`config.mk`:
```
export PLATFORM = sky130hd
export DESIGN_NAME = stride_scheduler_table_flat
export DESIGN_NICKNAME = d
export VERILOG_FILES = /design/src/hw/rtl/sst_pkg.sv /design/src/hw/rtl/sst_if.sv /design/src/hw/rtl/sst_ram.sv /design/src/hw/rtl/sst_div.sv /design/src/hw/rtl/stride_scheduler_table.sv /design/src/flat_wrapper.sv
export SDC_FILE = /design/constraint.sdc
export NUM_CORES = 2
export LEC_CHECK = 0
export BUFFER_PORTS_ARGS = -buffer_cell sky130_fd_sc_hd__buf_2
export CORE_UTILIZATION = 60
export DETAILED_ROUTE_END_ITERATION = 16
export GPL_TIMING_DRIVEN = 0
export PLACE_DENSITY = 0.76
export SLEW_MARGIN = 20
export SYNTH_ARGS = -nofsm -noshare
export SYNTH_HDL_FRONTEND = slang
export SYNTH_SLANG_ARGS = --single-unit
```
`constraint.sdc`:
```
create_clock -name clk -period 8 [get_ports clk]
set_clock_uncertainty 0.05 [all_clocks]
set_input_delay 1.2 -clock clk [delete_from_list [all_inputs] [get_ports clk]]
set_output_delay 1.2 -clock clk [all_outputs]
set_load 0.05 [all_outputs]
```
`src/hw/rtl/sst_pkg.sv`:
```
package sst_pkg;

  localparam int unsigned NUM_SLOTS   = 64;
  localparam int unsigned STRIDE_BITS = 32;
  localparam int unsigned SLOT_AW     = $clog2(NUM_SLOTS);
  localparam int unsigned CNT_W       = $clog2(NUM_SLOTS + 1);

  localparam int unsigned OPCODE_W   = 2;
  localparam int unsigned SLOT_W     = 6;
  localparam int unsigned PRIO_W     = 16;
  localparam int unsigned QCOUNT_W   = 7;
  localparam int unsigned SLICE_W    = 8;
  localparam int unsigned DIVIDEND_W = 31;
  localparam int unsigned CFG_IDX_W  = 2;
  localparam int unsigned CFG_DATA_W = 31;

  localparam logic [SLICE_W-1:0]    MAX_SLICE_RESET  = SLICE_W'(5);
  localparam logic [DIVIDEND_W-1:0] PASS_NUMER_RESET = DIVIDEND_W'(1 << 10);

  typedef enum logic [OPCODE_W-1:0] {
    OP_ENQUEUE = 2'd0,
    OP_DEQUEUE = 2'd1,
    OP_PICK    = 2'd2,
    OP_TICK    = 2'd3
  } opcode_t;

  typedef enum logic [CFG_IDX_W-1:0] {
    CFG_MAX_SLICE  = 2'd0,
    CFG_PASS_NUMER = 2'd1
  } cfg_idx_t;

  typedef enum logic [2:0] {
    S_IDLE,
    S_OP,
    S_SCAN,
    S_PRIO,
    S_DIV_GO,
    S_DIV,
    S_FIN
  } state_t;

  typedef struct packed {
    logic                  done;
    logic [DIVIDEND_W-1:0] quotient;
  } div_rsp_t;

endpackage

```
`src/hw/rtl/sst_if.sv`:
```
interface sst_req_if import sst_pkg::*; ();
  logic                valid;
  logic                ready;
  logic [OPCODE_W-1:0] opcode;
  logic [SLOT_W-1:0]   slot;
  logic [PRIO_W-1:0]   priority_req;

  modport source(output valid, opcode, slot, priority_req, input ready);
  modport sink(input valid, opcode, slot, priority_req, output ready);
endinterface

interface sst_rsp_if import sst_pkg::*; ();
  logic                valid;
  logic                ready;
  logic                picked_valid;
  logic [SLOT_W-1:0]   picked_slot;
  logic                resched_req;
  logic                error;
  logic [QCOUNT_W-1:0] queued_count;

  modport source(output valid, picked_valid, picked_slot, resched_req, error, queued_count,
                 input ready);
  modport sink(input valid, picked_valid, picked_slot, resched_req, error, queued_count,
               output ready);
endinterface

interface sst_cfg_if import sst_pkg::*; ();
  logic                  valid;
  logic                  ready;
  logic [CFG_IDX_W-1:0]  index;
  logic [CFG_DATA_W-1:0] data;

  modport source(output valid, index, data, input ready);
  modport sink(input valid, index, data, output ready);
endinterface

```
`src/hw/rtl/sst_ram.sv`:
```
module sst_ram #(
  parameter int unsigned WIDTH = 8,
  parameter int unsigned DEPTH = 64
) (
  input  logic                     clk,
  input  logic                     we,
  input  logic [$clog2(DEPTH)-1:0] waddr,
  input  logic [WIDTH-1:0]         wdata,
  input  logic                     re,
  input  logic [$clog2(DEPTH)-1:0] raddr,
  output logic [WIDTH-1:0]         rdata
);

  logic [WIDTH-1:0] mem [DEPTH];

  always_ff @(posedge clk) begin
    if (we) begin
      mem[waddr] <= wdata;
    end
    if (re) begin
      rdata <= mem[raddr];
    end
  end

endmodule

```
`src/hw/rtl/sst_div.sv`:
```
module sst_div import sst_pkg::*; (
  input  logic                  clk,
  input  logic                  rst,
  input  logic                  start,
  input  logic [DIVIDEND_W-1:0] dividend,
  input  logic [PRIO_W-1:0]     divisor,
  output div_rsp_t              rsp
);

  localparam int unsigned DIV_CNT_W = $clog2(DIVIDEND_W + 1);

  logic                  busy;
  logic                  done;
  logic [DIV_CNT_W-1:0]  cnt;
  logic [PRIO_W-1:0]     rem;
  logic [DIVIDEND_W-1:0] quo;
  logic [PRIO_W-1:0]     dvs;
  logic                  dvs_zero;
  logic [PRIO_W:0]       trial;
  logic                  fits;

  // restoring division, one quotient bit per cycle
  always_comb begin
    trial = {rem, quo[DIVIDEND_W-1]};
    fits  = trial >= {1'b0, dvs};
  end

  always_ff @(posedge clk) begin
    if (rst) begin
      busy <= 1'b0;
      done <= 1'b0;
    end else begin
      done <= 1'b0;
      if (start) begin
        busy <= 1'b1;
      end else if (busy && cnt == DIV_CNT_W'(1)) begin
        busy <= 1'b0;
        done <= 1'b1;
      end
    end
  end

  always_ff @(posedge clk) begin
    if (start) begin
      cnt      <= DIV_CNT_W'(DIVIDEND_W);
      rem      <= '0;
      quo      <= dividend;
      dvs      <= divisor;
      dvs_zero <= divisor == '0;
    end else if (busy) begin
      cnt <= cnt - DIV_CNT_W'(1);
      if (fits) begin
        rem <= PRIO_W'(trial - {1'b0, dvs});
        quo <= {quo[DIVIDEND_W-2:0], 1'b1};
      end else begin
        rem <= PRIO_W'(trial);
        quo <= {quo[DIVIDEND_W-2:0], 1'b0};
      end
    end
  end

  // a zero priority gives no stride growth
  assign rsp.done     = done;
  assign rsp.quotient = dvs_zero ? '0 : quo;

endmodule

```
`src/hw/rtl/stride_scheduler_table.sv`:
```
// enqueue, dequeue and tick are decoded in S_OP; the result is registered once the output is free
// pick: time is set by the scan through the stride RAM read port and the bit-serial divider
// one item at a time: a new input is taken only after the previous result has been loaded
// reset: synchronous rst clears queued flags, task count and the stride and slice valid
//   bits at once (no clearing pass); max_slice returns to 5 and pass_numer to 1024
module stride_scheduler_table import sst_pkg::*; (
  input  logic       clk,
  input  logic       rst,
  sst_req_if.sink    req,
  sst_rsp_if.source  rsp,
  sst_cfg_if.sink    cfg
);

  localparam int unsigned SCAN_W = SLOT_AW + 1;
  localparam logic [SCAN_W-1:0] SCAN_END = SCAN_W'(NUM_SLOTS);

  typedef struct packed {
    logic                picked_valid;
    logic [SLOT_W-1:0]   picked_slot;
    logic                resched_req;
    logic                error;
    logic [QCOUNT_W-1:0] queued_count;
  } res_t;

  state_t state, state_next;

  opcode_t              op_q;
  logic [SLOT_AW-1:0]   slot_q;
  logic [PRIO_W-1:0]    prio_q;
  logic                 in_range_q;

  logic [NUM_SLOTS-1:0] queued;
  logic [NUM_SLOTS-1:0] stride_ok;
  logic [NUM_SLOTS-1:0] slice_ok;
  logic [CNT_W-1:0]     task_count;
  logic [CNT_W-1:0]     task_count_next;

  logic [SLICE_W-1:0]    max_slice;
  logic [DIVIDEND_W-1:0] pass_numer;

  logic                   slice_re, slice_we;
  logic [SLOT_AW-1:0]     slice_raddr;
  logic [SLICE_W-1:0]     slice_wdata, slice_rd, slice_cur;
  logic                   slice_ok_q;

  logic                   prio_re, prio_we;
  logic [PRIO_W-1:0]      prio_rd;

  logic                   stride_re, stride_we;
  logic [SLOT_AW-1:0]     stride_raddr;
  logic [STRIDE_BITS-1:0] stride_wdata, stride_rd, stride_cand, stride_diff;
  logic                   stride_ok_q;

  logic [SCAN_W-1:0]      scan_cnt;
  logic                   cmp_live;
  logic [SLOT_AW-1:0]     cmp_idx;
  logic                   found;
  logic                   take;
  logic [SLOT_AW-1:0]     best_idx;
  logic [STRIDE_BITS-1:0] best_stride;

  logic     div_start;
  div_rsp_t div_rsp;

  logic accept;
  logic out_free;
  logic res_load;
  logic rsp_valid;
  res_t res_next, res_q;
  logic q_set, q_clr;

  assign accept   = req.valid && req.ready;
  assign out_free = !rsp_valid || rsp.ready;
  assign cfg.ready = 1'b1;

  assign slice_cur   = slice_ok_q ? slice_rd : '0;
  assign stride_cand = stride_ok_q ? stride_rd : '0;
  // wrap-aware order: candidate is smaller when the difference has its top bit set
  assign stride_diff = stride_cand - best_stride;
  assign take        = cmp_live && queued[cmp_idx] && (!found || stride_diff[STRIDE_BITS-1]);

  sst_ram #(.WIDTH(SLICE_W), .DEPTH(NUM_SLOTS)) u_slice_ram (
    .clk   (clk),
    .we    (slice_we),
    .waddr (slot_q),
    .wdata (slice_wdata),
    .re    (slice_re),
    .raddr (slice_raddr),
    .rdata (slice_rd)
  );

  sst_ram #(.WIDTH(PRIO_W), .DEPTH(NUM_SLOTS)) u_prio_ram (
    .clk   (clk),
    .we    (prio_we),
    .waddr (slot_q),
    .wdata (prio_q),
    .re    (prio_re),
    .raddr (best_idx),
    .rdata (prio_rd)
  );

  sst_ram #(.WIDTH(STRIDE_BITS), .DEPTH(NUM_SLOTS)) u_stride_ram (
    .clk   (clk),
    .we    (stride_we),
    .waddr (best_idx),
    .wdata (stride_wdata),
    .re    (stride_re),
    .raddr (stride_raddr),
    .rdata (stride_rd)
  );

  sst_div u_div (
    .clk      (clk),
    .rst      (rst),
    .start    (div_start),
    .dividend (pass_numer),
    .divisor  (prio_rd),
    .rsp      (div_rsp)
  );

  // next state
  always_comb begin
    state_next = state;
    unique case (state)
      S_IDLE: begin
        if (accept) state_next = S_OP;
      end
      S_OP: begin
        if (op_q == OP_PICK) state_next = S_SCAN;
        else if (out_free) state_next = S_IDLE;
      end
      S_SCAN: begin
        if (cmp_live && scan_cnt == SCAN_END) state_next = S_PRIO;
      end
      S_PRIO: begin
        if (found) state_next = S_DIV_GO;
        else if (out_free) state_next = S_IDLE;
      end
      S_DIV_GO: begin
        state_next = S_DIV;
      end
      S_DIV: begin
        if (div_rsp.done) state_next = S_FIN;
      end
      S_FIN: begin
        if (out_free) state_next = S_IDLE;
      end
      default: begin
        state_next = S_IDLE;
      end
    endcase
  end

  // outputs of the sequencer
  always_comb begin
    req.ready       = 1'b0;
    slice_re        = 1'b0;
    slice_raddr     = SLOT_AW'(req.slot);
    slice_we        = 1'b0;
    slice_wdata     = slice_cur;
    prio_we         = 1'b0;
    prio_re         = 1'b0;
    stride_re       = 1'b0;
    stride_raddr    = scan_cnt[SLOT_AW-1:0];
    stride_we       = 1'b0;
    stride_wdata    = best_stride + STRIDE_BITS'(div_rsp.quotient);
    div_start       = 1'b0;
    res_load        = 1'b0;
    q_set           = 1'b0;
    q_clr           = 1'b0;
    task_count_next = task_count;
    res_next        = '0;
    unique case (state)
      S_IDLE: begin
        req.ready = 1'b1;
        slice_re  = accept;
      end
      S_OP: begin
        unique case (op_q)
          OP_ENQUEUE: begin
            if (!in_range_q || prio_q == '0 || queued[slot_q]) begin
              res_next.error = 1'b1;
            end else begin
              prio_we         = out_free;
              slice_we        = out_free;
              q_set           = out_free;
              task_count_next = task_count + CNT_W'(1);
              if (slice_cur == '0 || slice_cur > max_slice) slice_wdata = max_slice;
            end
          end
          OP_DEQUEUE: begin
            if (!in_range_q || !queued[slot_q]) begin
              res_next.error = 1'b1;
            end else begin
              q_clr           = out_free;
              task_count_next = task_count - CNT_W'(1);
            end
          end
          OP_TICK: begin
            if (!in_range_q) begin
              res_next.error = 1'b1;
            end else begin
              slice_we = out_free;
              if (slice_cur != '0) slice_wdata = slice_cur - SLICE_W'(1);
              res_next.resched_req = slice_wdata == '0;
            end
          end
          OP_PICK: begin
          end
          default: begin
          end
        endcase
        res_load = (op_q != OP_PICK) && out_free;
      end
      S_SCAN: begin
        stride_re = scan_cnt != SCAN_END;
      end
      S_PRIO: begin
        prio_re  = found;
        res_load = !found && out_free;
      end
      S_DIV_GO: begin
        div_start = 1'b1;
      end
      S_DIV: begin
      end
      S_FIN: begin
        stride_we             = out_free;
        res_load              = out_free;
        res_next.picked_valid = 1'b1;
        res_next.picked_slot  = SLOT_W'(best_idx);
      end
      default: begin
      end
    endcase
    res_next.queued_count = QCOUNT_W'(task_count_next);
  end

  always_ff @(posedge clk) begin
    if (rst) begin
      state      <= S_IDLE;
      queued     <= '0;
      stride_ok  <= '0;
      slice_ok   <= '0;
      task_count <= '0;
      max_slice  <= MAX_SLICE_RESET;
      pass_numer <= PASS_NUMER_RESET;
      rsp_valid  <= 1'b0;
      cmp_live   <= 1'b0;
      found      <= 1'b0;
    end else begin
      state      <= state_next;
      task_count <= res_load ? task_count_next : task_count;
      cmp_live   <= stride_re;
      if (q_set) queued[slot_q] <= 1'b1;
      if (q_clr) queued[slot_q] <= 1'b0;
      if (slice_we) slice_ok[slot_q] <= 1'b1;
      if (stride_we) stride_ok[best_idx] <= 1'b1;
      if (res_load) begin
        rsp_valid <= 1'b1;
      end else if (rsp.ready) begin
        rsp_valid <= 1'b0;
      end
      if (accept) begin
        found <= 1'b0;
      end else if (take) begin
        found <= 1'b1;
      end
      if (cfg.valid && cfg.ready) begin
        case (cfg.index)
          CFG_MAX_SLICE:  max_slice  <= SLICE_W'(cfg.data);
          CFG_PASS_NUMER: pass_numer <= DIVIDEND_W'(cfg.data);
          default: begin
          end
        endcase
      end
    end
  end

  always_ff @(posedge clk) begin
    if (accept) begin
      op_q       <= opcode_t'(req.opcode);
      slot_q     <= SLOT_AW'(req.slot);
      prio_q     <= req.priority_req;
      in_range_q <= 32'(req.slot) < NUM_SLOTS;
      scan_cnt   <= '0;
    end else if (stride_re) begin
      scan_cnt <= scan_cnt + SCAN_W'(1);
    end
    if (slice_re) slice_ok_q <= slice_ok[slice_raddr];
    if (stride_re) begin
      stride_ok_q <= stride_ok[stride_raddr];
      cmp_idx     <= stride_raddr;
    end
    if (take) begin
      best_idx    <= cmp_idx;
      best_stride <= stride_cand;
    end
    if (res_load) res_q <= res_next;
  end

  assign rsp.valid        = rsp_valid;
  assign rsp.picked_valid = res_q.picked_valid;
  assign rsp.picked_slot  = res_q.picked_slot;
  assign rsp.resched_req  = res_q.resched_req;
  assign rsp.error        = res_q.error;
  assign rsp.queued_count = res_q.queued_count;

`ifndef ASSERT_OFF
  a_count_matches_flags: assert property (@(posedge clk) disable iff (rst)
    task_count == CNT_W'($countones(queued)))
    else $error("task count differs from number of queued slots");

  a_div_done_in_wait: assert property (@(posedge clk) disable iff (rst)
    div_rsp.done |-> state == S_DIV)
    else $error("divider finished outside its wait state");

  a_stride_write_queued: assert property (@(posedge clk) disable iff (rst)
    stride_we |-> queued[best_idx])
    else $error("stride advanced on a slot that is not queued");

  a_result_shows: assert property (@(posedge clk) disable iff (rst)
    res_load |=> rsp.valid)
    else $error("finished result not presented");
`endif

endmodule

```
`src/flat_wrapper.sv`:
```
// flat-port wrapper written by rule: the top's interface ports become plain ports
module stride_scheduler_table_flat import sst_pkg::*;
  (clk, rst, req_valid, req_opcode, req_slot, req_priority_req, req_ready, rsp_valid, rsp_picked_valid, rsp_picked_slot, rsp_resched_req, rsp_error, rsp_queued_count, rsp_ready, cfg_valid, cfg_index, cfg_data, cfg_ready);
  sst_req_if req_i ();
  sst_rsp_if rsp_i ();
  sst_cfg_if cfg_i ();
  input  logic clk;
  input  logic rst;
  input wire logic [$bits(req_i.valid)-1:0] req_valid;
  input wire logic [$bits(req_i.opcode)-1:0] req_opcode;
  input wire logic [$bits(req_i.slot)-1:0] req_slot;
  input wire logic [$bits(req_i.priority_req)-1:0] req_priority_req;
  output wire logic [$bits(req_i.ready)-1:0] req_ready;
  output wire logic [$bits(rsp_i.valid)-1:0] rsp_valid;
  output wire logic [$bits(rsp_i.picked_valid)-1:0] rsp_picked_valid;
  output wire logic [$bits(rsp_i.picked_slot)-1:0] rsp_picked_slot;
  output wire logic [$bits(rsp_i.resched_req)-1:0] rsp_resched_req;
  output wire logic [$bits(rsp_i.error)-1:0] rsp_error;
  output wire logic [$bits(rsp_i.queued_count)-1:0] rsp_queued_count;
  input wire logic [$bits(rsp_i.ready)-1:0] rsp_ready;
  input wire logic [$bits(cfg_i.valid)-1:0] cfg_valid;
  input wire logic [$bits(cfg_i.index)-1:0] cfg_index;
  input wire logic [$bits(cfg_i.data)-1:0] cfg_data;
  output wire logic [$bits(cfg_i.ready)-1:0] cfg_ready;
  assign req_i.valid = req_valid;
  assign req_i.opcode = req_opcode;
  assign req_i.slot = req_slot;
  assign req_i.priority_req = req_priority_req;
  assign req_ready = req_i.ready;
  assign rsp_valid = rsp_i.valid;
  assign rsp_picked_valid = rsp_i.picked_valid;
  assign rsp_picked_slot = rsp_i.picked_slot;
  assign rsp_resched_req = rsp_i.resched_req;
  assign rsp_error = rsp_i.error;
  assign rsp_queued_count = rsp_i.queued_count;
  assign rsp_i.ready = rsp_ready;
  assign cfg_i.valid = cfg_valid;
  assign cfg_i.index = cfg_index;
  assign cfg_i.data = cfg_data;
  assign cfg_ready = cfg_i.ready;
  stride_scheduler_table u_core (.clk(clk), .rst(rst), .req(req_i), .rsp(rsp_i), .cfg(cfg_i));
endmodule
```
# Word-level counts from Yosys, hierarchy flattened
# Memories as Yosys holds them, arrays and structs flattened. A register that Yosys moved wholly into a read port is not among the register bits.
# Cells that the tools add are included.
# Widths: inputs -> output; s select.
# word_totals
ram_bits	3584
wordCells	175
mem_count	3
output_inout_bits	19
regBits	408
# memory_table
name	words	word_bits	read_ports	rd_ports_with_merged_regs	wr	line	text
u_core.u_stride_ram.mem	64	32	1	1	1	sst_ram.sv:14	logic [WIDTH-1:0] mem [DEPTH];
u_core.u_prio_ram.mem	64	16	1	1	1	sst_ram.sv:14	
u_core.u_slice_ram.mem	64	8	1	1	1	sst_ram.sv:14	
# op_classes
n_lt_le_gt_ge	9
add_sub_neg	8
n_reduce_logical	32
mux	70
eq_ne	17
bitwise	5
# ops
cell	count
$mux 64	3
$or 64x64->64	3
$mux 31	3
$and 64x64->64	1
$not 64->64	1
$mux 8	7
$lt 6x7->1 const B	5
$mux 1	33
$add 32x31->32	1
$logic_not 16->1	2
$mux 32	1
$sub 32x32->32	1
$mux 7	4
$bmux 1 s6	4
$pmux 3 s7	1
$mux 3	6
$ge 17x16->1	1
$logic_not 8->1	2
$mux 16	1
$pmux 8 s2	1
$sub 16x16->16	1
$add 7x1->7 const B	2
$pmux 7 s2	1
$demux 1 s6	2
other kinds (27)	54

# Longest topological paths before layout
# depth
ltp_word	10
ltp_mapped	14
ltp_nobuf	13

# Modules after synthesis
# A second synthesis with hierarchy kept.
# hier_totals
cells_unflattened	8273
area_unflattened_um2	160810.5
# modules_own_cells
module	cells_per_inst	area_each_um2	seq_area_each_um2	instances
sst_ram at u_core.u_stride_ram	3324	78835.6	62459.9	1
sst_ram at u_core.u_prio_ram	1835	40233.6	31230.0	1
sst_ram at u_core.u_slice_ram	940	20246.9	15615.0	1
stride_scheduler_table	1819	17555.6	7607.3	1
sst_div	355	3938.8	1901.8	1

# Worst setup path before layout
# OpenSTA, ideal clock, no wires.
# synth_path
path_kind	register -> register
start	register u_core.u_div.dvs_zero
end	memory u_core.u_stride_ram.mem[0][25] (netlist bit), data pin
stages_incl_launch_ff	11
required_ns	6.942
setup_time_ns	1.008
setup_slack_ns	0.679
period_less_slack_ns	7.321
arrival_time_ns	6.262
path_cell_list	edfxtp_1 clkbuf_1 nor2b_1 ha_1 a2111oi_0 a22oi_1 a211o_1 nand3_1 a31oi_1 o21ai_0 o311ai_0
# synth_via
elab_chain_len	2
# synth_lines
element	line	text
start, declared	sst_div.sv:18	logic dvs_zero;
start signal, assigned	sst_div.sv:49	dvs_zero <= divisor == '0;
$mux 31	sst_div.sv:64	assign rsp.quotient = dvs_zero ? '0 : quo;
$add 32x31->32	stride_scheduler_table.sv:166	stride_wdata = best_stride + STRIDE_BITS'(div_rsp.quotient);
via u_core.stride_wdata[25]	stride_scheduler_table.sv:51	logic [STRIDE_BITS-1:0] stride_wdata, stride_rd, stride_cand, stride_diff;
end, declared	sst_ram.sv:14	
# The timed path passes the listed nets, and every way through them passes these cells.

# Worst setup path in the final report
# layout_path
start	register u_core.slot_q[1]
end	memory u_core.u_prio_ram.mem[55][15] (netlist bit) (enable)
# layout_via
elab_chain_len	8
# layout_lines
element	line	text
start, declared	stride_scheduler_table.sv:28	logic [SLOT_AW-1:0] slot_q;
start signal, assigned	stride_scheduler_table.sv:283	slot_q <= SLOT_AW'(req.slot);
$bmux 1 s6	stride_scheduler_table.sv:181	if (!in_range_q || prio_q == '0 || queued[slot_q]) begin
$mux 1 (not written as such)	stride_scheduler_table.sv:181	
$logic_or 1x1->1	stride_scheduler_table.sv:181	
$mux 1	stride_scheduler_table.sv:181	
$mux 1	stride_scheduler_table.sv:179	unique case (op_q)
$mux 1	stride_scheduler_table.sv:173	unique case (state)
$mux 1	sst_ram.sv:17	if (we) begin
$mux 1 (not written as such)	sst_ram.sv:18	mem[waddr] <= wdata;
end, declared	sst_ram.sv:14	
# Several ways; a longest one is shown, not always the timed one. The select of a mux whose other input is x is not followed.

==> flow_summary_export.csv <==
group,metric,value,unit
synthesis,post_synth.cell_area_avg,19.6,µm²
cts,cts_tree,"built",
power,vdd_drop_max,0.000218,V
sta,max_clock_freq,181,MHz
setup_path,cp-end-kind,"flop",
sta,worst_pin_slew,1360,ps
floorplan,start_util,60.4,%
route,wl_per_cell,39.4,µm
setup_path,path_depth,13,
global_route,grt_max_degree,65,
cts,clockBufferDepth,4,
power,switching_share,21.2,%
synthesis,yosysTopAreaCellShare,72.4,%
sta,rsz0062_at_grt,"no",
placement,place_area,0.168,mm²
cts,ctsRootBufferMaster,"clkbuf_16",
route,routed_wl,492000,µm
cts,cts-resized-gates,0,
global_route,antenna_found_initial,51,
setup_path,rrSetupSlack,2470,ps
synthesis,synthFlopType,"edfxtp_1",
cts,clock_sinks,4048,
layout,fin_area,0.181,mm²
power,seqPwrFrac,52.9,%
sta,setup_viol,0,
layout,drive_gt1_share,24.1,%
setup_path,critPathBufInv,5,
synthesis,synth_seq_cells,4048,
setup_path,cp-start-kind,"flop",
synthesis,yosysMostFrequentCell,"edfxtp_1",
route,drtPass1Iterations,8,
power,combinationalPowerShare,4.1,%
cts,clkTransAtPathRegs,60,ps
cts,cts_setup_buffers,0,
sta,finalMaxSlewViolations,0,
setup_path,max_stage_delay,640,ps
setup_path,arrival,6100,ps
floorplan,rows,187,
synthesis,yosysWarnings,0,
floorplan,fp.dieW,513,µm
floorplan,die_h,513,µm
synthesis,syn_area,0.157,mm²
synthesis,synthCells,7978,
placement,place_congestion,0.969,
sta,fin_crit,5530,ps
hold_path,hold_depth,1,
synthesis,synth_common_cells,"3774 x edfxtp_1, 919 x mux4_2, 504 x nor2_1",
route,post-route-drc-count,0,
global_route,overflow,0,
power,switchingPower,9280,µW
route,dr.first_iter.drc_count,16617,
layout,finalNonFillerCells,12512,
floorplan,ios,81,
global_route,grt_pass1_wl,680000,µm
floorplan,dieArea,0.263,mm²
route,ant_nets,0,
synthesis,postSynth.asyncResetShare,0,%
global_route,grt_pass1_vias,88856,
synthesis,ys_seq_area_share,75.9,%
layout,nets,8923,
synthesis,yosysUniqueCellTypes,78,
setup_path,cp_cell_sequence,"clkbuf_1 -> mux4_2 -> mux2i_1 -> o22ai_1 -> nor4_4 -> nand2_2 -> nor2_4 -> nand3_2 -> buf_2 -> nor3_2 -> buf_6 -> buf_4 -> buf_4",
synthesis,syn-num-nets,8136,
placement,portBuffers,78,
synthesis,synth.largest_area_cell,"edfxtp_1",
global_route,grt_usage,37.4,%
setup_path,r2r_cells,13,
job,maxCapViolations,0,
route,vias,91517,
synthesis,yosys-top-cells-area,"edfxtp_1 72%, mux4_2 13%, dfxtp_1 3.5%",
sta,setup_tns,0,ps
sta,holdWs,384,ps
layout,areaGrowthSynthToFinish,15.6,%
setup_path,cp_max_fo,10,
setup_path,path_delay_family,"simple AND/OR/NAND/NOR gates",
cts,cts_made_buffers,395,
synthesis,synth-edff-count,3774,
hold_path,hold_path_class,"primary input to flop",
power,p_int,34500,µW
setup_path,path_class,"flop to flop",
power,power.density,242,mW/mm²
global_route,grt.met3_usage,12.9,%
placement,hpwlAfterDp,316000,µm
run_status,status,"finished clean",
power,clock_power_share,43.0,%
global_route,grt_use_met1,49.5,%
cts,clk_latency,940,ps
route,vias_per_cell,7.31,
setup_path,crit_top_cell,"buf_4",
global_route,grtUsageMet2,55.2,%
cts,h-tree-depth,5,
sta,fin_crit_sh,69.1,%
sta,max_slew_margin,9.52,%
global_route,top_usage_layer,"met2",
setup_path,slowest_stage,"nor3_2",
setup_path,cp.required,8580,ps
sta,finalHoldViolations,0,
floorplan,core_area,0.259,mm²
placement,dp_cells,11769,
cts,cts-hold-fix-buffers,0,
power,power.leakage,0.0567,µW
-- power by group through the flow --
stage | clock, µW | sequential [µW] | combinational, µW
after global routing | 19500 | 23100 | 1860
after detailed placement | 0 | 23600 | 1740
after CTS | 18800 | 23100 | 1770
final | 18800 | 23100 | 1810
after global placement | 0 | 23700 | 1480
after floorplan | 0 | 23600 | 972
-- worst reg2reg max path: stages (launching register included) --
cell and delay, ps:
edfxtp_1 470, clkbuf_1 560, mux4_2 420, mux2i_1 280, o22ai_1 160, nor4_4 590
nand2_2 310, nor2_4 290, nand3_2 390, buf_2 410, nor3_2 650, buf_6 250
buf_4 230, buf_4 230
-- stage by stage --
| stage | power [µW] | utilization [%] | setup WS [ps] |
|---|---|---|---|
| floorplan | 24600 | - | 679 |
| global placement | 25200 | 62.1 | -6870 |
| detailed placement | 25300 | 64.8 | 2630 |
| CTS | 43700 | 69.7 | 2640 |
| global route | 44500 | 69.8 | 2510 |
| finish | 43700 | 69.8 | 2470 |
-- final cells by class --
cell class / count / area, µm²
Clock buffer: 514 / 10700
Timing Repair Buffer: 390 / 5730
Inverter: 93 / 349
Buffer: 465 / 1870
Sequential cell: 4048 / 119000
Clock inverter: 203 / 2140
Tap cell: 3402 / 4260
Multi-Input combinational cell: 3372 / 37100
Antenna cell: 25 / 62.6
Fill cell: 14891 / 78400
-- registers in the layout, indices dropped and copies added (netlist names), 8 cells and up, named ones only --
register / count
u_core.u_stride_ram.rdata: 32
u_core.u_div.dvs: 16
u_core.prio_q: 16
u_core.u_prio_ram.rdata: 16
u_core.best_stride: 32
u_core.u_slice_ram.mem: 512
u_core.u_prio_ram.mem: 1024
u_core.slice_ok: 64
u_core.stride_ok: 64
u_core.u_div.rem: 16
u_core.max_slice: 8
u_core.u_stride_ram.mem: 2048
u_core.u_slice_ram.rdata: 8
u_core.pass_numer: 31
u_core.u_div.quo: 31
-- cells in the final DEF (no fill, tap or decap), types with 22 or more instances in the layout --
cell / instances
edfxtp_1: 3774
mux4_2: 919
clkbuf_16: 402
nor2_1: 384
a22oi_1: 376
clkbuf_1: 363
nand2_1: 276
dfxtp_1: 274
a21oi_1: 273
nor2_4: 118
buf_2: 106
buf_1: 101
ha_1: 93
inv_1: 89
nand4_1: 87
buf_12: 80
a221oi_1: 78
o21a_1: 77
a22o_1: 76
clkinv_1: 73
buf_6: 68
a31oi_1: 67
buf_16: 67
clkbuf_2: 63
o21ai_0: 60
clkinv_2: 60
buf_8: 53
nand3_1: 51
buf_4: 47
and2_1: 44
nor2b_1: 40
bufinv_16: 40
diode_2: 25
mux2i_1: 25
a21o_1: 24
nor3_2: 24
nor3_1: 22
-- cell families after synthesis --
| group | synth area share, % |
|---|---|
| DFF | 75.9 |
| AOI/OAI and AO/OA | 4.98 |
| and+or+nand+nor | 3.37 |
| adders and majority gates | 0.777 |
| buffers and inverters | 1.36 |
| other | 0.00239 |
| muxes | 13.4 |
| xor gates and xnor gates | 0.252 |
-- layer usage --
layer	wire, µm	vias up
met4	30900	40
met5	458	-
met3	77100	1717
met1	165000	46407
li1	-	34558
met2	219000	8795
-- worst paths after layout --
kind                              start                            end
min                 req_priority_req[8]               u_core.prio_q[8]
max reg2reg            u_core.slot_q[1]  u_core.u_prio_ram.mem[55][15]
max                    u_core.slot_q[1]  u_core.u_prio_ram.mem[55][15]
min reg2reg  u_core.u_prio_ram.rdata[6]            u_core.u_div.dvs[6]
Power figures use the tool's default switching activity.
